$ cat src/rtl/core/tdef_pkg.sv
// tdef_pkg: shared types and constants of the tail drop fifo with congestion marking
// used by tdef_cfg, tdef_core and tail_drop_ecn_fifo_top; no dependencies
package tdef_pkg;

    // item kinds on the slave side
    localparam logic [1:0] KIND_ENQ  = 2'd0;
    localparam logic [1:0] KIND_DEQ  = 2'd1;
    localparam logic [1:0] KIND_PEEK = 2'd2;

    // result codes on the master side
    localparam logic [2:0] ST_ACCEPT = 3'd0;
    localparam logic [2:0] ST_MARKED = 3'd1;
    localparam logic [2:0] ST_DROP   = 3'd2;
    localparam logic [2:0] ST_DEQ    = 3'd3;
    localparam logic [2:0] ST_PEEK   = 3'd4;
    localparam logic [2:0] ST_EMPTY  = 3'd5;

    // configuration register indexes
    localparam logic [2:0] REG_SIZE_MODE     = 3'd0;
    localparam logic [2:0] REG_MAX_PACKETS   = 3'd1;
    localparam logic [2:0] REG_MAX_BYTES     = 3'd2;
    localparam logic [2:0] REG_MARK_BYTES    = 3'd3;
    localparam logic [2:0] REG_MARK_PACKETS  = 3'd4;

    localparam int CFG_INDEX_W = 3;
    localparam int CFG_DATA_W  = 24;

    // reset values of the configuration registers
    localparam logic        SIZE_MODE_RST    = 1'b0;
    localparam logic [7:0]  MAX_PACKETS_RST  = 8'd100;
    localparam logic [23:0] MAX_BYTES_RST    = 24'(100 * 1500);
    localparam logic [23:0] MARK_BYTES_RST   = 24'd100;
    localparam logic [7:0]  MARK_PACKETS_RST = 8'd100;

    localparam int ID_W    = 32;
    localparam int SIZE_W  = 16;
    localparam int OCC_P_W = 8;
    localparam int OCC_B_W = 23;

    typedef struct packed {
        logic        size_mode;
        logic [7:0]  max_packets;
        logic [23:0] max_bytes;
        logic [23:0] mark_thresh_bytes;
        logic [7:0]  mark_thresh_packets;
    } cfg_t;

endpackage

$ cat src/rtl/core/tdef_core.sv
// tdef_core: queue control, pointers, occupancy counts, drop and mark decision, result register
// depends on tdef_pkg; drives the descriptor ram through its ports
module tdef_core
    import tdef_pkg::*;
#(
    parameter int DEPTH = 128
) (
    input  logic                        clk,
    input  logic                        rst_n,
    input  cfg_t                        cfg,
    input  logic                        in_valid,
    output logic                        in_ready,
    input  logic [1:0]                  in_kind,
    input  logic [ID_W-1:0]             in_id,
    input  logic [SIZE_W-1:0]           in_size,
    output logic                        out_valid,
    input  logic                        out_ready,
    output logic [2:0]                  out_status,
    output logic [ID_W-1:0]             out_id,
    output logic [SIZE_W-1:0]           out_size,
    output logic [OCC_P_W-1:0]          out_occ_p,
    output logic [OCC_B_W-1:0]          out_occ_b,
    output logic                        ram_we,
    output logic [$clog2(DEPTH)-1:0]    ram_waddr,
    output logic [ID_W+SIZE_W-1:0]      ram_wdata,
    output logic [$clog2(DEPTH)-1:0]    ram_raddr,
    input  logic [ID_W+SIZE_W-1:0]      ram_rdata
);

    localparam int AW     = $clog2(DEPTH);
    localparam int CW     = $clog2(DEPTH + 1);
    localparam int MAXB   = DEPTH * 65535;
    localparam int BW     = $clog2(MAXB + 1);
    localparam int PCMP_W = (CW > 8) ? CW : 8;
    localparam int BCMP_W = (BW > 24) ? BW : 24;

    localparam logic S_IDLE = 1'b0;
    localparam logic S_EXEC = 1'b1;

    logic              state_reg, state_next;
    logic [AW-1:0]     head_reg, head_next;
    logic [AW-1:0]     tail_reg, tail_next;
    logic [CW-1:0]     pcnt_reg, pcnt_next;
    logic [BW-1:0]     bcnt_reg, bcnt_next;

    logic [1:0]        kind_reg;
    logic [ID_W-1:0]   id_reg;
    logic [SIZE_W-1:0] size_reg;

    logic              ovalid_reg, ovalid_next;
    logic [2:0]        ostatus_reg, ostatus_next;
    logic [ID_W-1:0]   oid_reg, oid_next;
    logic [SIZE_W-1:0] osize_reg, osize_next;

    logic              out_free;
    logic              full;
    logic [CW-1:0]     ncount;
    logic [BW-1:0]     nbytes;
    logic              over;
    logic              mark;
    logic [ID_W-1:0]   hid;
    logic [SIZE_W-1:0] hsz;
    logic [BW-1:0]     hsz_ext;

    assign in_ready  = (state_reg == S_IDLE);
    assign out_free  = !ovalid_reg || out_ready;

    assign out_valid  = ovalid_reg;
    assign out_status = ostatus_reg;
    assign out_id     = oid_reg;
    assign out_size   = osize_reg;
    assign out_occ_p  = OCC_P_W'(pcnt_reg);
    assign out_occ_b  = OCC_B_W'(bcnt_reg);

    // head entry is read every cycle; data for the current item is ready in exec
    assign ram_raddr = head_reg;
    assign ram_waddr = tail_reg;
    assign ram_wdata = {size_reg, id_reg};

    assign hid     = ram_rdata[ID_W-1:0];
    assign hsz     = ram_rdata[ID_W+SIZE_W-1:ID_W];
    assign hsz_ext = BW'(hsz);

    assign full   = (pcnt_reg == CW'(DEPTH));
    assign ncount = pcnt_reg + CW'(1);
    assign nbytes = bcnt_reg + BW'(size_reg);

    always_comb
    begin
        if (cfg.size_mode)
        begin
            over = BCMP_W'(nbytes) >= BCMP_W'(cfg.max_bytes);
            mark = BCMP_W'(nbytes) >= BCMP_W'(cfg.mark_thresh_bytes);
        end
        else
        begin
            over = PCMP_W'(ncount) >= PCMP_W'(cfg.max_packets);
            mark = PCMP_W'(ncount) >= PCMP_W'(cfg.mark_thresh_packets);
        end
    end

    always_comb
    begin
        state_next   = state_reg;
        head_next    = head_reg;
        tail_next    = tail_reg;
        pcnt_next    = pcnt_reg;
        bcnt_next    = bcnt_reg;
        ovalid_next  = ovalid_reg && !out_ready;
        ostatus_next = ostatus_reg;
        oid_next     = oid_reg;
        osize_next   = osize_reg;
        ram_we       = 1'b0;

        unique case (state_reg)
            S_IDLE:
            begin
                if (in_valid)
                begin
                    state_next = S_EXEC;
                end
            end
            S_EXEC:
            begin
                if (out_free)
                begin
                    state_next  = S_IDLE;
                    ovalid_next = 1'b1;
                    oid_next    = id_reg;
                    osize_next  = size_reg;
                    if (kind_reg == KIND_ENQ)
                    begin
                        if (full || over)
                        begin
                            ostatus_next = ST_DROP;
                        end
                        else
                        begin
                            ram_we       = 1'b1;
                            tail_next    = (tail_reg == AW'(DEPTH - 1)) ? '0 : tail_reg + AW'(1);
                            pcnt_next    = ncount;
                            bcnt_next    = nbytes;
                            ostatus_next = mark ? ST_MARKED : ST_ACCEPT;
                        end
                    end
                    else if (pcnt_reg == '0)
                    begin
                        ostatus_next = ST_EMPTY;
                        oid_next     = '0;
                        osize_next   = '0;
                    end
                    else
                    begin
                        oid_next   = hid;
                        osize_next = hsz;
                        if (kind_reg == KIND_DEQ)
                        begin
                            ostatus_next = ST_DEQ;
                            head_next    = (head_reg == AW'(DEPTH - 1)) ? '0 : head_reg + AW'(1);
                            pcnt_next    = pcnt_reg - CW'(1);
                            bcnt_next    = (bcnt_reg >= hsz_ext) ? bcnt_reg - hsz_ext : '0;
                        end
                        else
                        begin
                            // peek, and the unused kind behaves as peek
                            ostatus_next = ST_PEEK;
                        end
                    end
                end
            end
            default:
            begin
                state_next = S_IDLE;
            end
        endcase
    end

    always_ff @(posedge clk or negedge rst_n)
    begin
        if (!rst_n)
        begin
            state_reg  <= S_IDLE;
            head_reg   <= '0;
            tail_reg   <= '0;
            pcnt_reg   <= '0;
            bcnt_reg   <= '0;
            ovalid_reg <= 1'b0;
        end
        else
        begin
            state_reg  <= state_next;
            head_reg   <= head_next;
            tail_reg   <= tail_next;
            pcnt_reg   <= pcnt_next;
            bcnt_reg   <= bcnt_next;
            ovalid_reg <= ovalid_next;
        end
    end

    always_ff @(posedge clk)
    begin
        if (in_valid && in_ready)
        begin
            kind_reg <= in_kind;
            id_reg   <= in_id;
            size_reg <= in_size;
        end
        ostatus_reg <= ostatus_next;
        oid_reg     <= oid_next;
        osize_reg   <= osize_next;
    end

endmodule

$ cat config.mk
export PLATFORM = sky130hd
export DESIGN_NAME = tdef_core
export DESIGN_NICKNAME = d
export VERILOG_FILES = /design/src/rtl/core/tdef_pkg.sv /design/src/rtl/core/tdef_core.sv
export SDC_FILE = /design/constraint.sdc
export NUM_CORES = 1
export LEC_CHECK = 0
export ABC_CLOCK_PERIOD_IN_PS = 5800
export BUFFER_PORTS_ARGS = -buffer_cell sky130_fd_sc_hd__buf_2
export CAP_MARGIN = 20
export CORE_MARGIN = 2
export CORE_UTILIZATION = 34
export CTS_CLUSTER_SIZE = 12
export DETAILED_ROUTE_END_ITERATION = 10
export GPL_ROUTABILITY_DRIVEN = 0
export HOLD_SLACK_MARGIN = 0.15
export PLACE_DENSITY = 0.66
export SETUP_SLACK_MARGIN = 0.4
export SYNTH_ARGS = -nofsm -noshare
export SYNTH_HDL_FRONTEND = slang
export SYNTH_SLANG_ARGS = --single-unit
$ cat constraint.sdc
create_clock -name clk -period 5.8 [get_ports clk]
set_input_delay 0.87 -clock clk [delete_from_list [all_inputs] [get_ports clk]]
set_output_delay 0.87 -clock clk [all_outputs]
set_load 0.03 [all_outputs]
==> results of run 1 <==
[where the power goes]
group | internal (mW) | switching (mW) | total [mW]
sequential | 1.52 | 0.338 | 1.86
combinational | 1.42 | 2.49 | 3.91
clock | 0.588 | 0.449 | 1.04
total | 3.53 | 3.28 | 6.81
[stage by stage]
step	util, %	total power [mW]	cells	setup WS (ns)
4_1_cts	43.85	6.771	1708	0.4158
3_5_place_dp	41.54	5.640	1668	0.2715
2_1_floorplan	-	4.509	1003	0.7937
5_1_grt	44.20	7.343	1718	0.08666
6_report	44.21	6.814	1719	0.3156
3_3_place_gp	41.54	5.567	1668	0.4808
[worst min path at each step]
stage / slack (ns) / to / startpoint
final: 0.49 / ram_raddr[4] / ram_raddr[4]
after floorplan: 0.50 / state_reg / state_reg
after detailed placement: 0.49 / ram_raddr[4] / ram_raddr[4]
after global routing: 0.52 / ram_waddr[4] / ram_waddr[4]
after CTS: 0.51 / ram_raddr[4] / ram_raddr[4]
after global placement: 0.47 / ram_raddr[4] / ram_raddr[4]
[layer usage]
| metal | GRT usage [%] | up-vias | routed length (um) |
|---|---|---|---|
| met1 | 25.81 | 4138 | 13220 |
| met3 | 4.901 | 43 | 2030 |
| met2 | 33.58 | 315 | 15060 |
| met4 | 5.785 | 2 | 591 |
| li1 | - | 4239 | - |
| met5 | 0 | - | 13 |
[kinds of logic (layout without fill, tap and decap cells)]
| kind of cell | count (synthesis) | count (layout) | synth area share [%] |
|---|---|---|---|
| buf+inv | 127 | 461 | 5.529 |
| other cells | 0 | 4 | 0 |
| xor+xnor | 50 | 50 | 4.585 |
| flops | 148 | 148 | 44.07 |
| compound gates | 258 | 258 | 16.97 |
| fa+ha+maj | 101 | 101 | 13.39 |
| simple gates | 319 | 319 | 15.46 |
[placed cells by master, fill, tap and decap left out, drive strengths merged, types with 12 or more instances in the layout]
cell type  count
a21o          22
a21oi         70
buf          340
clkbuf        19
dfrtp         47
edfxtp       101
ha            99
inv           92
nand2        143
nand3         21
nand4         12
nor2          69
nor3          19
o21ai         85
o31ai         19
xnor2         34
xor2          16
[timing repair]
action / CTS / global route
pin swaps: 12 / 14
hold endpoints to repair: 0 / 0
endpoints found under the setup margin: 2 / 2
hold buffers: 0 / 0
setup buffers: 9 / 7
resized for setup: 8 / 8
[area by class of cell]
type	count	area [sq um]	area share (%)
inverters	90	337.8	2.758
clock buffers	19	432.9	3.534
multi-input cells	728	4901	40.01
diodes	4	10.01	0.08172
flip-flops and latches	148	4209	34.36
well taps	378	473.0	3.861
clock inverters	12	106.4	0.8682
repair buffers	340	1779	14.53
==> flow_summary.ini, run 1 <==
[die]
io_pins = 314
start_util_pct = 34.47
fp.dieH_um = 171.6
fp.dieArea_sq_mm = 0.02945
num_rows = 61
coreArea_sq_mm = 0.02771
die-width_um = 171.6

[yosys]
synth.distinct_cells = 69
synth_warnings = 0
async_flop_share_pct = 31.76
seq_area_frac_synth_pct = 44.07
synth_edf_count = 101
synth_commonest_cells = 142 x nand2_1, 101 x edfxtp_1, 99 x ha_1
synth_fp_nets = 1271
yosysMostFrequentCell = nand2_1
ys_ff_latch = 148
synthTopCellsByArea = edfxtp_1 32%, ha_1 13%, dfrtp_1 12%, nand2_1 5.6%, o21ai_0 4.5%
avgSynthCellArea_sq_um = 9.522
yosysTopAreaCell = edfxtp_1
synthCells = 1003
synth_ff_type = edfxtp_1
synth.top_cell.area_share_pct = 31.76
netlist_area_sq_mm = 0.009550

[cts]
cts.clk_slew.worst_paths_ns = 0.07
cts_tree = done
htree_levels = 4
clockRootBuffer = clkbuf_16
cts_buffer_depth = 2
clk_latency_ns = 0.42
cts_inserted_buffers = 17
clock-sinks = 148

[critical_path]
path_cells = ha_4, fa_2, a21o_1, a21o_1, a211o_1, a221oi_4, o211ai_2, nand2_4, nor2_4, xor2_2, ha_1, nand4_1, nor4_2, o311ai_1, a21oi_1, o32ai_2, nand2_1, inv_2, buf_6
timing.rr.end = out_occ_b[18]
rrSetupSlack_ns = 0.53
cpMostUsedCell = a21o_1
critPathTopFamily = compound AO/OA/AOI/OAI gates
r2r-start = size_reg[0]
critPathBufInv = 2
critPathLaunchType = register
cpPeakStageDelay_ns = 0.43
crit_cells = 19
worstSetupStartpoint = size_reg[0]
cp_data_arrival_time_ns = 4.61
crit_path_top_delay_cell = edfxtp_1
reg2regPathDepth = 24
crit_path_end = ram_we
worstSetupPathType = register to output pin
path_max_fanout = 5
end_kind = output pin
required_ns = 4.93

[power_and_ir_drop]
leakagePower_nw = 5.734
power.density_mw_per_mm2 = 556.3
irDropWorstVdd_uv = 287.8

[timing]
tns_ns = 0
layout_min_cycle_time_ns = 5.484
holdWs_ns = 0.4916
hold_viol_final = 0
fmax_mhz = 182.3
fin_crit_sh_pct = 94.56
relSlewSlack_pct = 41.36
slew_violations = 0
rsz0062_at_grt = yes
tightest_slew_ns = 0.8796
setup_violations = 0
clock_skew_ns = 0.01711

[worst_hold_path]
hp-class = register to register
hold_depth = 1

[final_layout]
final_area_sq_mm = 0.01225
fin_nets = 1593
drive_above_1_share_pct = 29.84
fill_cells = 2750
synthToLayoutAreaGrowth_pct = 28.26

[place]
post_dp_cell_area_sq_mm = 0.01151
portBuffers = 313
dp_hpwl_um = 23920

[drt]
firstDrtPassIters = 5
drc = 0
dr_total_vias = 8737
final_antenna_net_count = 0
via_per_inst = 5.083
wire_per_inst_um = 17.99
drt_iter0_drc = 674
routed_wl_um = 30920

[flow_run]
max-cap-violations = 0

[global_routing]
grt_pass1_wl_um = 45190
grt_pass1_vias = 8249
track_usage_pct = 20.10
antenna_found_initial = 5
grt_max_degree = 78
grt_overflow = 0

[run_status]
status = complete, no violations
Power figures use the tool's default switching activity.
==> run 2, diff against run 1 <==
BUFFER_PORTS_ARGS = default   (was -buffer_cell sky130_fd_sc_hd__buf_2)
CORE_MARGIN = 4   (was 2)
DONT_BUFFER_PORTS = 1   (was default)
PLACE_DENSITY = 0.57   (was 0.66)
==> flow_summary.ini, run 2 (synthesized netlist as in run 1, its figures left out) <==
[cts]
cts_buffer_depth = 2
clk_latency_ns = 0.42
cts_tree = done
clock-sinks = 148
clockRootBuffer = clkbuf_16
cts_inserted_buffers = 17
cts.clk_slew.worst_paths_ns = 0.07
htree_levels = 4

[power_and_ir_drop]
power.density_mw_per_mm2 = 616.7
leakagePower_nw = 4.516
p_total_mw = 6.646
irDropWorstVdd_uv = 250.4

[timing]
setup_violations = 0
slew_violations = 0
setup_ws_ns = 0.3971
tightest_slew_ns = 1.004
rsz0062_at_grt = yes
clock_skew_ns = 0.01871
fin_crit_sh_pct = 93.15
fmax_mhz = 185.1
holdWs_ns = 0.3074
relSlewSlack_pct = 33.08
layout_min_cycle_time_ns = 5.403
tns_ns = 0
hold_viol_final = 0

[final_layout]
multi_input_area_sq_mm = 0.004921
drive_above_1_share_pct = 8.806
fin_nets = 1277
fill_cells = 2831
synthToLayoutAreaGrowth_pct = 12.85
diodes = 0
final_cell_mix = 141 x nand2_1, 101 x edfxtp_1, 96 x ha_1, 89 x inv_1, 85 x o21ai_0
layout.area.seq_sq_mm = 0.004210
final_common_cell = nand2_1

[place]
post-place-ws_ns = 0.2852
dp_hpwl_um = 22810
portBuffers = 0

[die]
num_rows = 61
fp.dieArea_sq_mm = 0.03084
coreArea_sq_mm = 0.02778
io_pins = 314
die-width_um = 175.6
fp.dieH_um = 175.6
start_util_pct = 34.38

[drt]
routed_wl_um = 29580
via_per_inst = 5.355
wire_per_inst_um = 21.13
drc = 0
drt_iter0_drc = 524
dr_total_vias = 7497
firstDrtPassIters = 5
final_antenna_net_count = 0

[critical_path]
cpPeakStageDelay_ns = 0.41
path_max_fanout = 5
crit_path_top_delay_cell = edfxtp_1
required_ns = 4.93
critPathLaunchType = register
reg2regPathDepth = 22
path_cells = ha_2, fa_2, a21o_1, a21o_1, a211o_1, a221oi_4, o211ai_2, nand2_4, nor2_1, xor2_1, ha_1, nand4_1, nor4_2, o311ai_1, a21oi_1, o32ai_2, nand2_2, clkinvlp_4
worstSetupPathType = register to output pin
end_kind = output pin
cp_data_arrival_time_ns = 4.53
cpMostUsedCell = a21o_1

[global_routing]
grt_pass1_wl_um = 43920
grt_max_degree = 77
antenna_found_initial = 0
track_usage_pct = 18.48
grt_overflow = 0
grt_pass1_vias = 7431

[worst_hold_path]
hp-class = input pin to async pin

[run_status]
status = complete, no violations

[flow_run]
max-cap-violations = 0
-- run 2: power breakdown --
group / leakage, nW / internal (mW) / switching (mW) / total [mW]
Sequential: 1.53 / 1.53 / 0.983 / 2.52
Combinational: 2.68 / 1.17 / 1.76 / 2.94
Clock: 0.307 / 0.698 / 0.497 / 1.19
-- run 2: metal layers --
metal	vias up	GRT usage [%]	routed length [um]
met5	-	0	0
met4	0	5.133	615
met3	35	6.651	2644
met2	311	30.59	14520
met1	3546	22.88	11800
li1	3605	-	-
-- run 2: worst paths after layout --
check,slack [ns],to,startpoint
setup / recovery,0.40,ram_we,size_reg[0]
hold / removal,0.31,out_occ_b[13],rst_n
setup reg to reg,0.71,out_occ_b[18],size_reg[0]
hold reg to reg,0.62,state_reg,state_reg
max in group asynchronous,5.26,out_occ_b[7],rst_n
min in group clk,0.54,size_reg[6],in_size[6]
-- run 2: area by class of cell --
type / instances / share of cell area, %
clock buffer: 17 / 3.947
clock inverter: 15 / 1.915
inverter: 90 / 3.169
multi-input combinational: 728 / 45.66
sequential: 148 / 39.06
tap: 378 / 4.388
timing repair buffer: 24 / 1.857
-- run 2: timing repair --
action | in CTS | in global routing
endpoints found under the hold margin | 47 | 0
gates resized for setup | 15 | 1
endpoints found under the setup margin | 7 | 2
gates cloned | 0 | 0
pin swaps | 11 | 3
hold buffers | 1 | 0
setup buffers | 8 | 0
-- run 2: per-stage QoR --
step           instance area (sq um)  instances  util, %
3_5_place_dp                    9972       1359    35.89
4_1_cts                        10770       1400    38.75
6_report                       10780       1400    38.79
3_3_place_gp                    9972       1359    35.89
5_1_grt                        10780       1400    38.79
2_1_floorplan                   9550       1003        -
-- run 2: critical path: cells and delay by family, from the launching register on --
family	cells	cell delay [ns]
AOI/OAI and AO/OA	8	1.67
adders and majority gates	3	0.92
and+or+nand+nor	5	0.70
buffers and inverters	1	0.24
xor gates and xnor gates	1	0.17
DFF	1	0.41
