[config.mk]
export PLATFORM = sky130hd
export DESIGN_NAME = tdef_cfg
export DESIGN_NICKNAME = d
export VERILOG_FILES = /design/src/rtl/core/tdef_pkg.sv /design/src/rtl/core/tdef_cfg.sv
export SDC_FILE = /design/constraint.sdc
export NUM_CORES = 1
export LEC_CHECK = 0
export ABC_CLOCK_PERIOD_IN_PS = 1780
export BUFFER_PORTS_ARGS = -buffer_cell sky130_fd_sc_hd__clkbuf_2
export CAP_MARGIN = 0
export CORE_ASPECT_RATIO = 0.8
export CORE_MARGIN = 3
export CORE_UTILIZATION = 35
export DETAILED_ROUTE_END_ITERATION = 8
export GPL_ROUTABILITY_DRIVEN = 1
export GPL_TIMING_DRIVEN = 1
export HOLD_SLACK_MARGIN = 0.05
export PLACE_DENSITY = 0.63
export RECOVER_POWER = 25
export SETUP_SLACK_MARGIN = 0.4
export SLEW_MARGIN = 20
export SYNTH_ARGS = -nofsm -noshare
export SYNTH_HDL_FRONTEND = slang
export SYNTH_SLANG_ARGS = --single-unit
[constraint.sdc]
create_clock -name clk -period 1.78 [get_ports clk]
set_input_delay 0.178 -clock clk [delete_from_list [all_inputs] [get_ports clk]]
set_output_delay 0.178 -clock clk [all_outputs]
set_load 0.01 [all_outputs]
[src/rtl/core/tdef_pkg.sv]
// tdef_pkg: shared types and constants of the tail drop fifo with congestion marking
// used by tdef_cfg, tdef_core and tail_drop_ecn_fifo_top; no dependencies
package tdef_pkg;

    // item kinds on the slave side
    localparam logic [1:0] KIND_ENQ  = 2'd0;
    localparam logic [1:0] KIND_DEQ  = 2'd1;
    localparam logic [1:0] KIND_PEEK = 2'd2;

    // result codes on the master side
    localparam logic [2:0] ST_ACCEPT = 3'd0;
    localparam logic [2:0] ST_MARKED = 3'd1;
    localparam logic [2:0] ST_DROP   = 3'd2;
    localparam logic [2:0] ST_DEQ    = 3'd3;
    localparam logic [2:0] ST_PEEK   = 3'd4;
    localparam logic [2:0] ST_EMPTY  = 3'd5;

    // configuration register indexes
    localparam logic [2:0] REG_SIZE_MODE     = 3'd0;
    localparam logic [2:0] REG_MAX_PACKETS   = 3'd1;
    localparam logic [2:0] REG_MAX_BYTES     = 3'd2;
    localparam logic [2:0] REG_MARK_BYTES    = 3'd3;
    localparam logic [2:0] REG_MARK_PACKETS  = 3'd4;

    localparam int CFG_INDEX_W = 3;
    localparam int CFG_DATA_W  = 24;

    // reset values of the configuration registers
    localparam logic        SIZE_MODE_RST    = 1'b0;
    localparam logic [7:0]  MAX_PACKETS_RST  = 8'd100;
    localparam logic [23:0] MAX_BYTES_RST    = 24'(100 * 1500);
    localparam logic [23:0] MARK_BYTES_RST   = 24'd100;
    localparam logic [7:0]  MARK_PACKETS_RST = 8'd100;

    localparam int ID_W    = 32;
    localparam int SIZE_W  = 16;
    localparam int OCC_P_W = 8;
    localparam int OCC_B_W = 23;

    typedef struct packed {
        logic        size_mode;
        logic [7:0]  max_packets;
        logic [23:0] max_bytes;
        logic [23:0] mark_thresh_bytes;
        logic [7:0]  mark_thresh_packets;
    } cfg_t;

endpackage

[src/rtl/core/tdef_cfg.sv]
// tdef_cfg: configuration registers written over the config channel
// depends on tdef_pkg
module tdef_cfg
    import tdef_pkg::*;
(
    input  logic                   clk,
    input  logic                   rst_n,
    input  logic                   cfg_valid,
    output logic                   cfg_ready,
    input  logic [CFG_INDEX_W-1:0] cfg_index,
    input  logic [CFG_DATA_W-1:0]  cfg_data,
    output cfg_t                   cfg
);

    cfg_t cfg_reg;
    cfg_t cfg_next;

    assign cfg_ready = 1'b1;
    assign cfg       = cfg_reg;

    always_comb
    begin
        cfg_next = cfg_reg;
        if (cfg_valid)
        begin
            unique case (cfg_index)
                REG_SIZE_MODE:    cfg_next.size_mode           = cfg_data[0];
                REG_MAX_PACKETS:  cfg_next.max_packets         = cfg_data[7:0];
                REG_MAX_BYTES:    cfg_next.max_bytes           = cfg_data;
                REG_MARK_BYTES:   cfg_next.mark_thresh_bytes   = cfg_data;
                REG_MARK_PACKETS: cfg_next.mark_thresh_packets = cfg_data[7:0];
                default:          cfg_next = cfg_reg;
            endcase
        end
    end

    always_ff @(posedge clk or negedge rst_n)
    begin
        if (!rst_n)
        begin
            cfg_reg.size_mode           <= SIZE_MODE_RST;
            cfg_reg.max_packets         <= MAX_PACKETS_RST;
            cfg_reg.max_bytes           <= MAX_BYTES_RST;
            cfg_reg.mark_thresh_bytes   <= MARK_BYTES_RST;
            cfg_reg.mark_thresh_packets <= MARK_PACKETS_RST;
        end
        else
        begin
            cfg_reg <= cfg_next;
        end
    end

endmodule

==> flow_summary_export.csv, run 1 <==
group,metric,value,unit
setup_path,critical_path_class,"reg2out",
detailed_routing,drt_iter0_markers,30,
setup_path,worstPathArrival,1.01,ns
timing,period_share,66.98,%
logic_synthesis,yosysSeqAreaShare,63.29,%
clocking,cts_max_level,3,
logic_synthesis,ys_warn_count,0,
logic_synthesis,yosys-top-cells-count,"dfrtp_1, mux2_2, mux2_4, dfstp_2, buf_4",
finish,largest_reg_flops,65,
logic_synthesis,ys_ff_latch,65,
finish,nFillCells,635,
detailed_routing,drtPass1Iterations,4,
clocking,cts_setup_buffers,0,
worst_hold_path,hold_path_class,"in2reg",
clocking,cts_buffer_depth,2,
job,drv_cap,0,
timing,relSlewSlack,41.24,%
logic_synthesis,synth.top_cell.area_share,46.13,%
place,hpwl,3801,um
floorplan,fp.dieH,83.15,um
global_route,grtUsageMet2,18.46,%
floorplan,coreArea,7061,sq um
power_and_ir_drop,p_leak,1.636,nW
logic_synthesis,synth_edf_count,0,
global_route,grt_busiest_layer,"met1",
setup_path,path_buf_inv,1,
finish,num_antenna_cells,0,
clocking,cts_inserted_buffers,9,
logic_synthesis,yosysTopAreaCell,"dfrtp_1",
detailed_routing,drc,0,
run_status,status,"finished clean",
finish,areaGrowthSynthToFinish,29.65,%
timing,finalCriticalPeriod,1.192,ns
timing,hold_violations,0,
logic_synthesis,async_flop_share,100.0,%
logic_synthesis,synthFlopType,"dfrtp_1",
global_route,grt_pass1_vias,1632,
logic_synthesis,yosysMostFrequentCell,"dfrtp_1",
detailed_routing,vias,1569,
floorplan,die_area,8517,sq um
setup_path,cp_max_fo,2,
timing,fin_skew,0,ns
clocking,cts_tree,"yes",
logic_synthesis,synth_area_per_cell,18.08,sq um
floorplan,io_pins,96,
power_and_ir_drop,power_per_cell_area,1303,nW/um^2
setup_path,cp-start-kind,"flop",
finish,seq_area,1648,sq um
clocking,clkSinkCount,65,
setup_path,cp_top_family,"flip-flops",
setup_path,endpoint_kind,"output pin",
detailed_routing,ant_nets,0,
power_and_ir_drop,ir_drop,0.4749,mV
global_route,grt_overflow,0,
logic_synthesis,ys_top_cells_by_area,"dfrtp_1, mux2_2, dfstp_2",
finish,multi_input_area,872.1,sq um
detailed_routing,post_drt_wl_per_cell,16.20,um
timing,finalMaxSlewViolations,0,
clocking,root_buffer,"clkbuf_8",
place,place_congestion,0.7191,
setup_path,path_cells,"clkbuf_2",
place,post-place-cells,320,
finish,drive_above_1_share,79.60,%
timing,finalSetupTns,0,ns
floorplan,die-width,102.4,um
floorplan,num_rows,27,
setup_path,max_stage_delay,0.55,ns
clocking,cts_hold_buf,1,
timing,rsz0062_at_grt,"false",
global_route,met3_usage,6.969,%
place,port_buffers,94,
clocking,clk_pin_slew_worst_paths,0.08,ns
floorplan,start_util,36.88,%
power_and_ir_drop,power,4.399,mW
finish,utilization,47.81,%
global_route,grt_pass1_wl,8859,um
timing,clock.fmax,838.7,MHz
setup_path,cp_slowest_cell,"dfstp_2",
detailed_routing,vias_per_cell,4.656,
timing,tightest_slew,0.8813,ns
finish,final_nets,275,
global_route,grtUsageTotal,13.71,%
logic_synthesis,syn_inst,144,
logic_synthesis,synth_nets,174,
global_route,antenna_found_initial,0,
clocking,clk_latency,0.34,ns
logic_synthesis,syn_area,2604,sq um
logic_synthesis,synth_cell_types,13,
timing,setup_violations,0,
setup_path,cp.required,1.60,ns
global_route,grt_start_max_net_pins,66,
timing,final.hold.worst_slack,0.08088,ns
detailed_routing,wirelength,5459,um
finish,final_cells,337,
clocking,post_cts_resize_count,0,
global_route,grt_use_met1,19.74,%
==> cell families after synthesis <==
| group | after synthesis | share of synthesized area, % |
|---|---|---|
| other | 1 | 0.1440 |
| buffers and inverters | 8 | 3.220 |
| AND/OR/NAND/NOR | 5 | 2.354 |
| flip-flops | 65 | 63.29 |
| multiplexers | 65 | 30.99 |
==> per-stage QoR <==
stage / setup WS, ns / area [sq um]
floorplan: 0.6602 / 2604
global placement: 0.4443 / 3159
detailed placement: 0.4418 / 3159
CTS: 0.5551 / 3388
global route: 0.4412 / 3376
finish: 0.5877 / 3376
==> layer usage <==
layer,vias up,wire (um)
met5,-,0
met4,0,25
met3,5,436
met2,63,2338
met1,783,2658
li1,718,-
==> final timing paths <==
path,startpoint,end,cells after the start,slack (ns)
max reg2reg,cfg[15]$_DFFE_PN0P_,cfg[15]$_DFFE_PN0P_,1,0.99
max,cfg[39]$_DFFE_PN1P_,cfg[39],1,0.59
min in group asynchronous,rst_n,cfg[47]$_DFFE_PN0P_,3,0.60
max in group asynchronous,rst_n,cfg[8]$_DFFE_PN0P_,3,0.60
min,cfg_data[15],cfg[47]$_DFFE_PN0P_,2,0.08
min reg2reg,cfg[3]$_DFFE_PN0P_,cfg[3]$_DFFE_PN0P_,1,0.51
==> area by class of cell <==
type                       instances  area share [%]
clock inverter                     7           2.817
sequential                        65           48.81
multi-input combinational         71           25.83
clock buffer                       9           3.669
timing repair buffer              98           15.64
tap                               87           3.225
==> layout by cell type, fill, tap and decap left out, drive strengths merged, types with 2 or more instances in the layout <==
master,count
and4bb,3
mux2,65
dfrtp,48
buf,2
clkbuf,104
dfstp,17
clkinv,4
bufinv,2
==> report_power, final <==
part | internal (mW) | switching (mW) | leakage [nW] | total (mW)
registers | 1.87 | 0.184 | 0.755 | 2.05
clock network | 0.787 | 0.575 | 0.109 | 1.36
logic | 0.542 | 0.446 | 0.772 | 0.988
total | 3.19 | 1.20 | 1.64 | 4.40
No activity file was read; power rests on OpenSTA's default activity.
==> run 2, diff against run 1 <==
Settings changed: ABC_AREA set to 1, ABC_CLOCK_PERIOD_IN_PS 1780 to 1000, PLACE_DENSITY 0.63 to 0.65.
Clock period 1.78 ns to 1 ns, I/O delays scaled along.
==> flow_summary_export.csv, run 2 <==
group,metric,value,unit
setup_path,reg2reg_slack,0.17,ns
timing,tightest_slew,0.6823,ns
global_route,grt_start_max_net_pins,32,
finish,post-route-cell-area,4278,sq um
place,hpwl,5074,um
run_status,violations,"negative hold slack, negative setup slack",
worst_hold_path,hold_path_class,"in2async",
logic_synthesis,syn_area,2654,sq um
logic_synthesis,ys_warn_count,0,
detailed_routing,drt_iter0_markers,102,
place,placed_area,3346,sq um
detailed_routing,highest_layer,"met4",
detailed_routing,ant_nets,0,
logic_synthesis,synthMuxAreaShare,0,%
power_and_ir_drop,power,8.192,mW
clocking,clk_pin_slew_worst_paths,0.07,ns
detailed_routing,drtPass1Iterations,4,
floorplan,num_rows,27,
setup_path,cp.required,0.90,ns
detailed_routing,vias,2448,
setup_path,endpoint,"cfg[10]",
global_route,grt_pass1_wl,11780,um
logic_synthesis,yosysMostFrequentCell,"nand2_1",
detailed_routing,post_drt_wl_per_cell,14.38,um
timing,hold_violations,20,
logic_synthesis,yosys.area_share.simple,33.10,%
logic_synthesis,yosysSeqAreaShare,62.09,%
finish,num_antenna_cells,0,
setup_path,cp_max_fo,2,
clocking,cts_max_level,3,
floorplan,start_util,37.23,%
setup_path,ff2ff_path_depth,4,
place,port_buffers,94,
finish,final_common_cell,"nand2_1",
setup_path,endpoint_kind,"output pin",
logic_synthesis,syn_inst,293,
place,place_congestion,0.7850,
clocking,cts_inserted_buffers,9,
clocking,clkSinkCount,65,
setup_path,cp_slowest_cell,"dfstp_2",
power_and_ir_drop,power_per_cell_area,1915,nW/um^2
setup_path,cp_top_family,"flip-flops",
global_route,grtUsageTotal,17.48,%
timing,finalMaxSlewViolations,0,
finish,final_nets,468,
setup_path,crit_cells,1,
logic_synthesis,yosys-top-cells-count,"nand2_1, dfrtp_1, nand3_1, dfstp_2, buf_2",
floorplan,fp.dieH,83.89,um
logic_synthesis,yosysTopAreaCell,"dfrtp_1",
clocking,cts_tree,"yes",
timing,relSlewSlack,54.51,%
setup_path,critical_path_class,"reg2out",
floorplan,io_pins,96,
global_route,antenna_found_initial,0,
setup_path,crit_path_start,"cfg[10]$_DFFE_PN1P_",
setup_path,worstPathArrival,1.00,ns
timing,setup_violations,17,
detailed_routing,wl_met1,3590,um
timing,rsz0062_at_grt,"true",
detailed_routing,wl_met2,3876,um
logic_synthesis,ys_top_cells_by_area,"dfrtp_1, nand2_1, dfstp_2",
logic_synthesis,synth_top_family_by_area,"simple AND/OR/NAND/NOR gates",
clocking,cts_buffer_depth,2,
timing,fin_skew,0,ns
setup_path,path_buf_inv,1,
finish,final_cell_mix,"nand2_1, clkbuf_2, buf_6",
setup_path,path_cells,"buf_6",
run_status,status,"finished with violations",
setup_path,reg2reg_from,"cfg[11]$_DFFE_PN0P_",
logic_synthesis,synthAdderAreaFrac,0,%
floorplan,coreArea,7128,sq um
logic_synthesis,synth.top_cell.area_share,45.26,%
setup_path,cp-start-kind,"flop",
logic_synthesis,synth_cell_types,17,
job,drv_cap,0,
global_route,grt_overflow,0,
setup_path,max_stage_delay,0.57,ns
logic_synthesis,synth-compound-area-share,0,%
finish,areaGrowthSynthToFinish,61.20,%
timing,clock.fmax,908.7,MHz
power_and_ir_drop,p_leak,2.314,nW
power_and_ir_drop,ir_drop,0.9322,mV
clocking,root_buffer,"clkbuf_8",
detailed_routing,vias_per_cell,4.500,
logic_synthesis,synth_edf_count,0,
detailed_routing,drc,0,
logic_synthesis,synth_area_per_cell,9.057,sq um
logic_synthesis,async_flop_share,100.0,%
logic_synthesis,synthFlopType,"dfrtp_1",
floorplan,die_area,8670,sq um
detailed_routing,wirelength,7821,um
finish,drive_above_1_share,50.34,%
timing,period_share,110.0,%
floorplan,die-width,103.4,um
timing,setup_ws,-0.1004,ns
global_route,grt_pass1_vias,2335,
finish,largest_reg_flops,65,
setup_path,r2r-end,"cfg[11]$_DFFE_PN0P_",
logic_synthesis,synth_xor_area_share,0,%
timing,final.hold.worst_slack,-0.2946,ns
logic_synthesis,ys_ff_latch,65,
logic_synthesis,synth_nets,323,
clocking,clk_latency,0.33,ns
finish,utilization,60.01,%
detailed_routing,wl_met3,318,um
timing,finalCriticalPeriod,1.100,ns
==> run 2: what timing repair did <==
| item | CTS | global route |
|---|---|---|
| cloned | 1 | 1 |
| pin swaps | 13 | 24 |
| endpoints found under the setup margin | 130 | 130 |
| endpoints found under the hold margin | 106 | 99 |
| gates resized for setup | 20 | 116 |
| buffers inserted | 19 | 20 |
==> run 2: kinds of logic (layout without fill, tap and decap cells) <==
logic type,after synthesis,in the layout
other,1,1
buffers and inverters,19,168
AND/OR/NAND/NOR,208,209
flip-flops,65,65
==> run 2: worst reg2reg max path: stages (launching register included) <==
cell     delay (ns)
dfrtp_1        0.40
buf_6          0.13
buf_6          0.10
nand2_2        0.05
nand2_1        0.04
==> run 2: per-layer routing <==
layer / vias to the layer above / global-route usage [%]
met2: 70 / 27.26
met4: 0 / 3.176
met3: 2 / 4.929
met1: 1174 / 24.38
met5: - / 0
li1: 1202 / -
==> run 2: final cells by class <==
class	count	area (sq um)
Sequential cell	65	1648
Tap cell	101	126.4
Fill cell	628	2850
Timing Repair Buffer	146	1230
Multi-Input combinational cell	210	1031
Clock inverter	4	51.30
Inverter	6	36.28
Clock buffer	12	155.1
==> run 2: report_power, final <==
part / switching [mW] / internal (mW) / leakage (nW) / total, mW
clock: 0.989 / 1.29 / 0.103 / 2.28
combinational: 1.07 / 1.26 / 1.43 / 2.33
sequential: 0.362 / 3.22 / 0.782 / 3.58
total: 2.42 / 5.77 / 2.31 / 8.19
==> run 2: through the flow <==
stage / TNS [ns] / setup WS, ns / instances
after global routing: -2.718 / -0.1290 / 544
after floorplan: 0 / 0.2768 / 293
after detailed placement: -0.8623 / -0.04332 / 487
final: -1.286 / -0.1004 / 544
after global placement: -0.007224 / -0.007224 / 487
after CTS: -1.872 / -0.1258 / 523
==> run 2: worst min-delay path by stage <==
stage,start,end,slack [ns],depth (start not counted)
2_1_floorplan,rst_n,cfg[0]$_DFFE_PN0P_,-0.20,0
3_3_place_gp,rst_n,cfg[23]$_DFFE_PN0P_,-0.01,1
3_5_place_dp,rst_n,cfg[23]$_DFFE_PN0P_,-0.007,1
4_1_cts,rst_n,cfg[23]$_DFFE_PN0P_,-0.38,1
5_1_grt,rst_n,cfg[23]$_DFFE_PN0P_,-0.26,1
6_report,rst_n,cfg[23]$_DFFE_PN0P_,-0.29,1
==> run 3, diff against run 2 <==
Settings changed: ABC_AREA 1 to unset, PLACE_DENSITY 0.65 to 0.62.
==> flow_summary_export.csv, run 3 (synthesis results as in run 1) <==
group,metric,value,unit
finish,nFillCells,522,
timing,clock.fmax,913.2,MHz
detailed_routing,wirelength,6857,um
setup_path,cp.required,0.90,ns
place,port_buffers,94,
worst_hold_path,hold_path_class,"in2async",
timing,relSlewSlack,47.74,%
setup_path,reg2reg_from,"cfg[49]$_DFFE_PN1P_",
setup_path,endpoint_kind,"output pin",
floorplan,io_pins,96,
global_route,grtUsageTotal,16.62,%
clocking,clk_latency,0.33,ns
power_and_ir_drop,power,9.458,mW
finish,final_common_cell,"mux2_4",
timing,period_share,109.5,%
clocking,cts_max_level,3,
floorplan,fp.dieH,83.15,um
detailed_routing,drc,0,
setup_path,path_buf_inv,1,
setup_path,cp_top_family,"flip-flops",
run_status,status,"finished with violations",
setup_path,reg2reg_slack,0.08,ns
setup_path,path_cells,"buf_6",
timing,tightest_slew,0.7838,ns
job,drv_cap,0,
timing,finalCriticalPeriod,1.095,ns
timing,setup_ws,-0.09507,ns
detailed_routing,drtPass1Iterations,4,
setup_path,max_stage_delay,0.56,ns
global_route,grt_pass1_wl,10630,um
power_and_ir_drop,p_clk_share,28.7,%
finish,utilization,63.03,%
power_and_ir_drop,p_leak,2.261,nW
global_route,antenna_found_initial,0,
finish,num_antenna_cells,0,
detailed_routing,drt_iter0_markers,20,
floorplan,start_util,36.88,%
clocking,root_buffer,"clkbuf_8",
finish,final_nets,335,
finish,largest_reg_flops,65,
setup_path,critical_path_class,"reg2out",
floorplan,die_area,8517,sq um
detailed_routing,ant_nets,0,
clocking,cts_tree,"yes",
detailed_routing,post_drt_wl_per_cell,17.27,um
clocking,cts_buffer_depth,2,
run_status,violations,"negative hold slack, negative setup slack",
place,hpwl,4204,um
timing,fin_skew,0,ns
global_route,grt_start_max_net_pins,18,
finish,final_cells,397,
setup_path,cp-start-kind,"flop",
setup_path,worstPathArrival,1.00,ns
place,dpl_worst_slack,-0.2640,ns
timing,hold_violations,7,
power_and_ir_drop,switching_share,25.28,%
detailed_routing,vias,1824,
timing,setup_violations,17,
clocking,cts_inserted_buffers,9,
finish,areaGrowthSynthToFinish,70.93,%
floorplan,coreArea,7061,sq um
global_route,grt_pass1_vias,1901,
floorplan,num_rows,27,
setup_path,cp_slowest_cell,"dfstp_2",
power_and_ir_drop,ir_drop,0.9791,mV
timing,rsz0062_at_grt,"true",
setup_path,ff2ff_path_depth,3,
power_and_ir_drop,power.switching,2.391,mW
clocking,clk_pin_slew_worst_paths,0.07,ns
power_and_ir_drop,internal_power,7.067,mW
detailed_routing,vias_per_cell,4.594,
place,post-place-cells,331,
global_route,grt_overflow,0,
timing,finalSetupTns,-1.359,ns
place,place_congestion,0.7351,
finish,drive_above_1_share,83.23,%
timing,final.hold.worst_slack,-0.2804,ns
power_and_ir_drop,p_comb_share,31.8,%
power_and_ir_drop,power_per_cell_area,2125,nW/um^2
finish,final_cell_mix,"mux2_4, dfrtp_1, clkbuf_2",
setup_path,r2r-end,"cfg[49]$_DFFE_PN1P_",
clocking,clkSinkCount,65,
timing,finalMaxSlewViolations,0,
floorplan,die-width,102.4,um
setup_path,cp_max_fo,2,
power_and_ir_drop,pwr-share-seq,39.4,%
run 3: worst max path at each step:
stage / from / end / slack (ns) / cells after the start
floorplan: cfg_index[2] / cfg[32]$_DFFE_PN0P_ / -0.04 / 4
global placement: cfg_index[2] / cfg[54]$_DFFE_PN0P_ / -0.23 / 4
detailed placement: cfg_index[2] / cfg[55]$_DFFE_PN0P_ / -0.26 / 4
CTS: cfg[36]$_DFFE_PN1P_ / cfg[36] / -0.13 / 1
global route: cfg[13]$_DFFE_PN1P_ / cfg[13] / -0.14 / 1
finish: cfg[49]$_DFFE_PN1P_ / cfg[49] / -0.1 / 1
run 3: timing repair:
item	in CTS	in global routing
endpoints found under the hold margin	101	88
gates cloned	5	0
endpoints found under the setup margin	130	130
buffers inserted	25	20
gates resized for setup	41	89
pin swaps	2	3
run 3: layout make-up:
type | count | area [sq um] | share of cell area, %
clock buffers | 11 | 141.4 | 3.177
clock inverters | 5 | 102.6 | 2.305
multi-input cells | 71 | 1065 | 23.92
flip-flops and latches | 65 | 1648 | 37.03
well taps | 87 | 108.9 | 2.446
repair buffers | 158 | 1385 | 31.12
run 3: power by group through the flow:
stage / sequential, mW / combinational, mW / clock (mW)
after floorplan: 3.94 / 0.788 / 0
after detailed placement: 3.70 / 1.96 / 0
after global placement: 3.70 / 1.91 / 0
final: 3.73 / 3.01 / 2.72
after CTS: 3.66 / 2.47 / 2.79
after global routing: 3.80 / 3.22 / 2.92
run 3: per-stage QoR:
stage / hold WS, ns / cell area, sq um
3_5_place_dp: 0.01063 / 3395
6_report: -0.2804 / 4451
4_1_cts: -0.3635 / 4134
3_3_place_gp: 0.01520 / 3395
5_1_grt: -0.2543 / 4451
2_1_floorplan: -0.1956 / 2726
run 3: per-layer routing:
metal  wire, um  vias up  global-route usage [%]
li1           -      826                       -
met1       3311      918                   24.18
met2       3028       75                   22.74
met3        442        5                   5.626
met4         74        0                   6.079
met5          0        -                       0
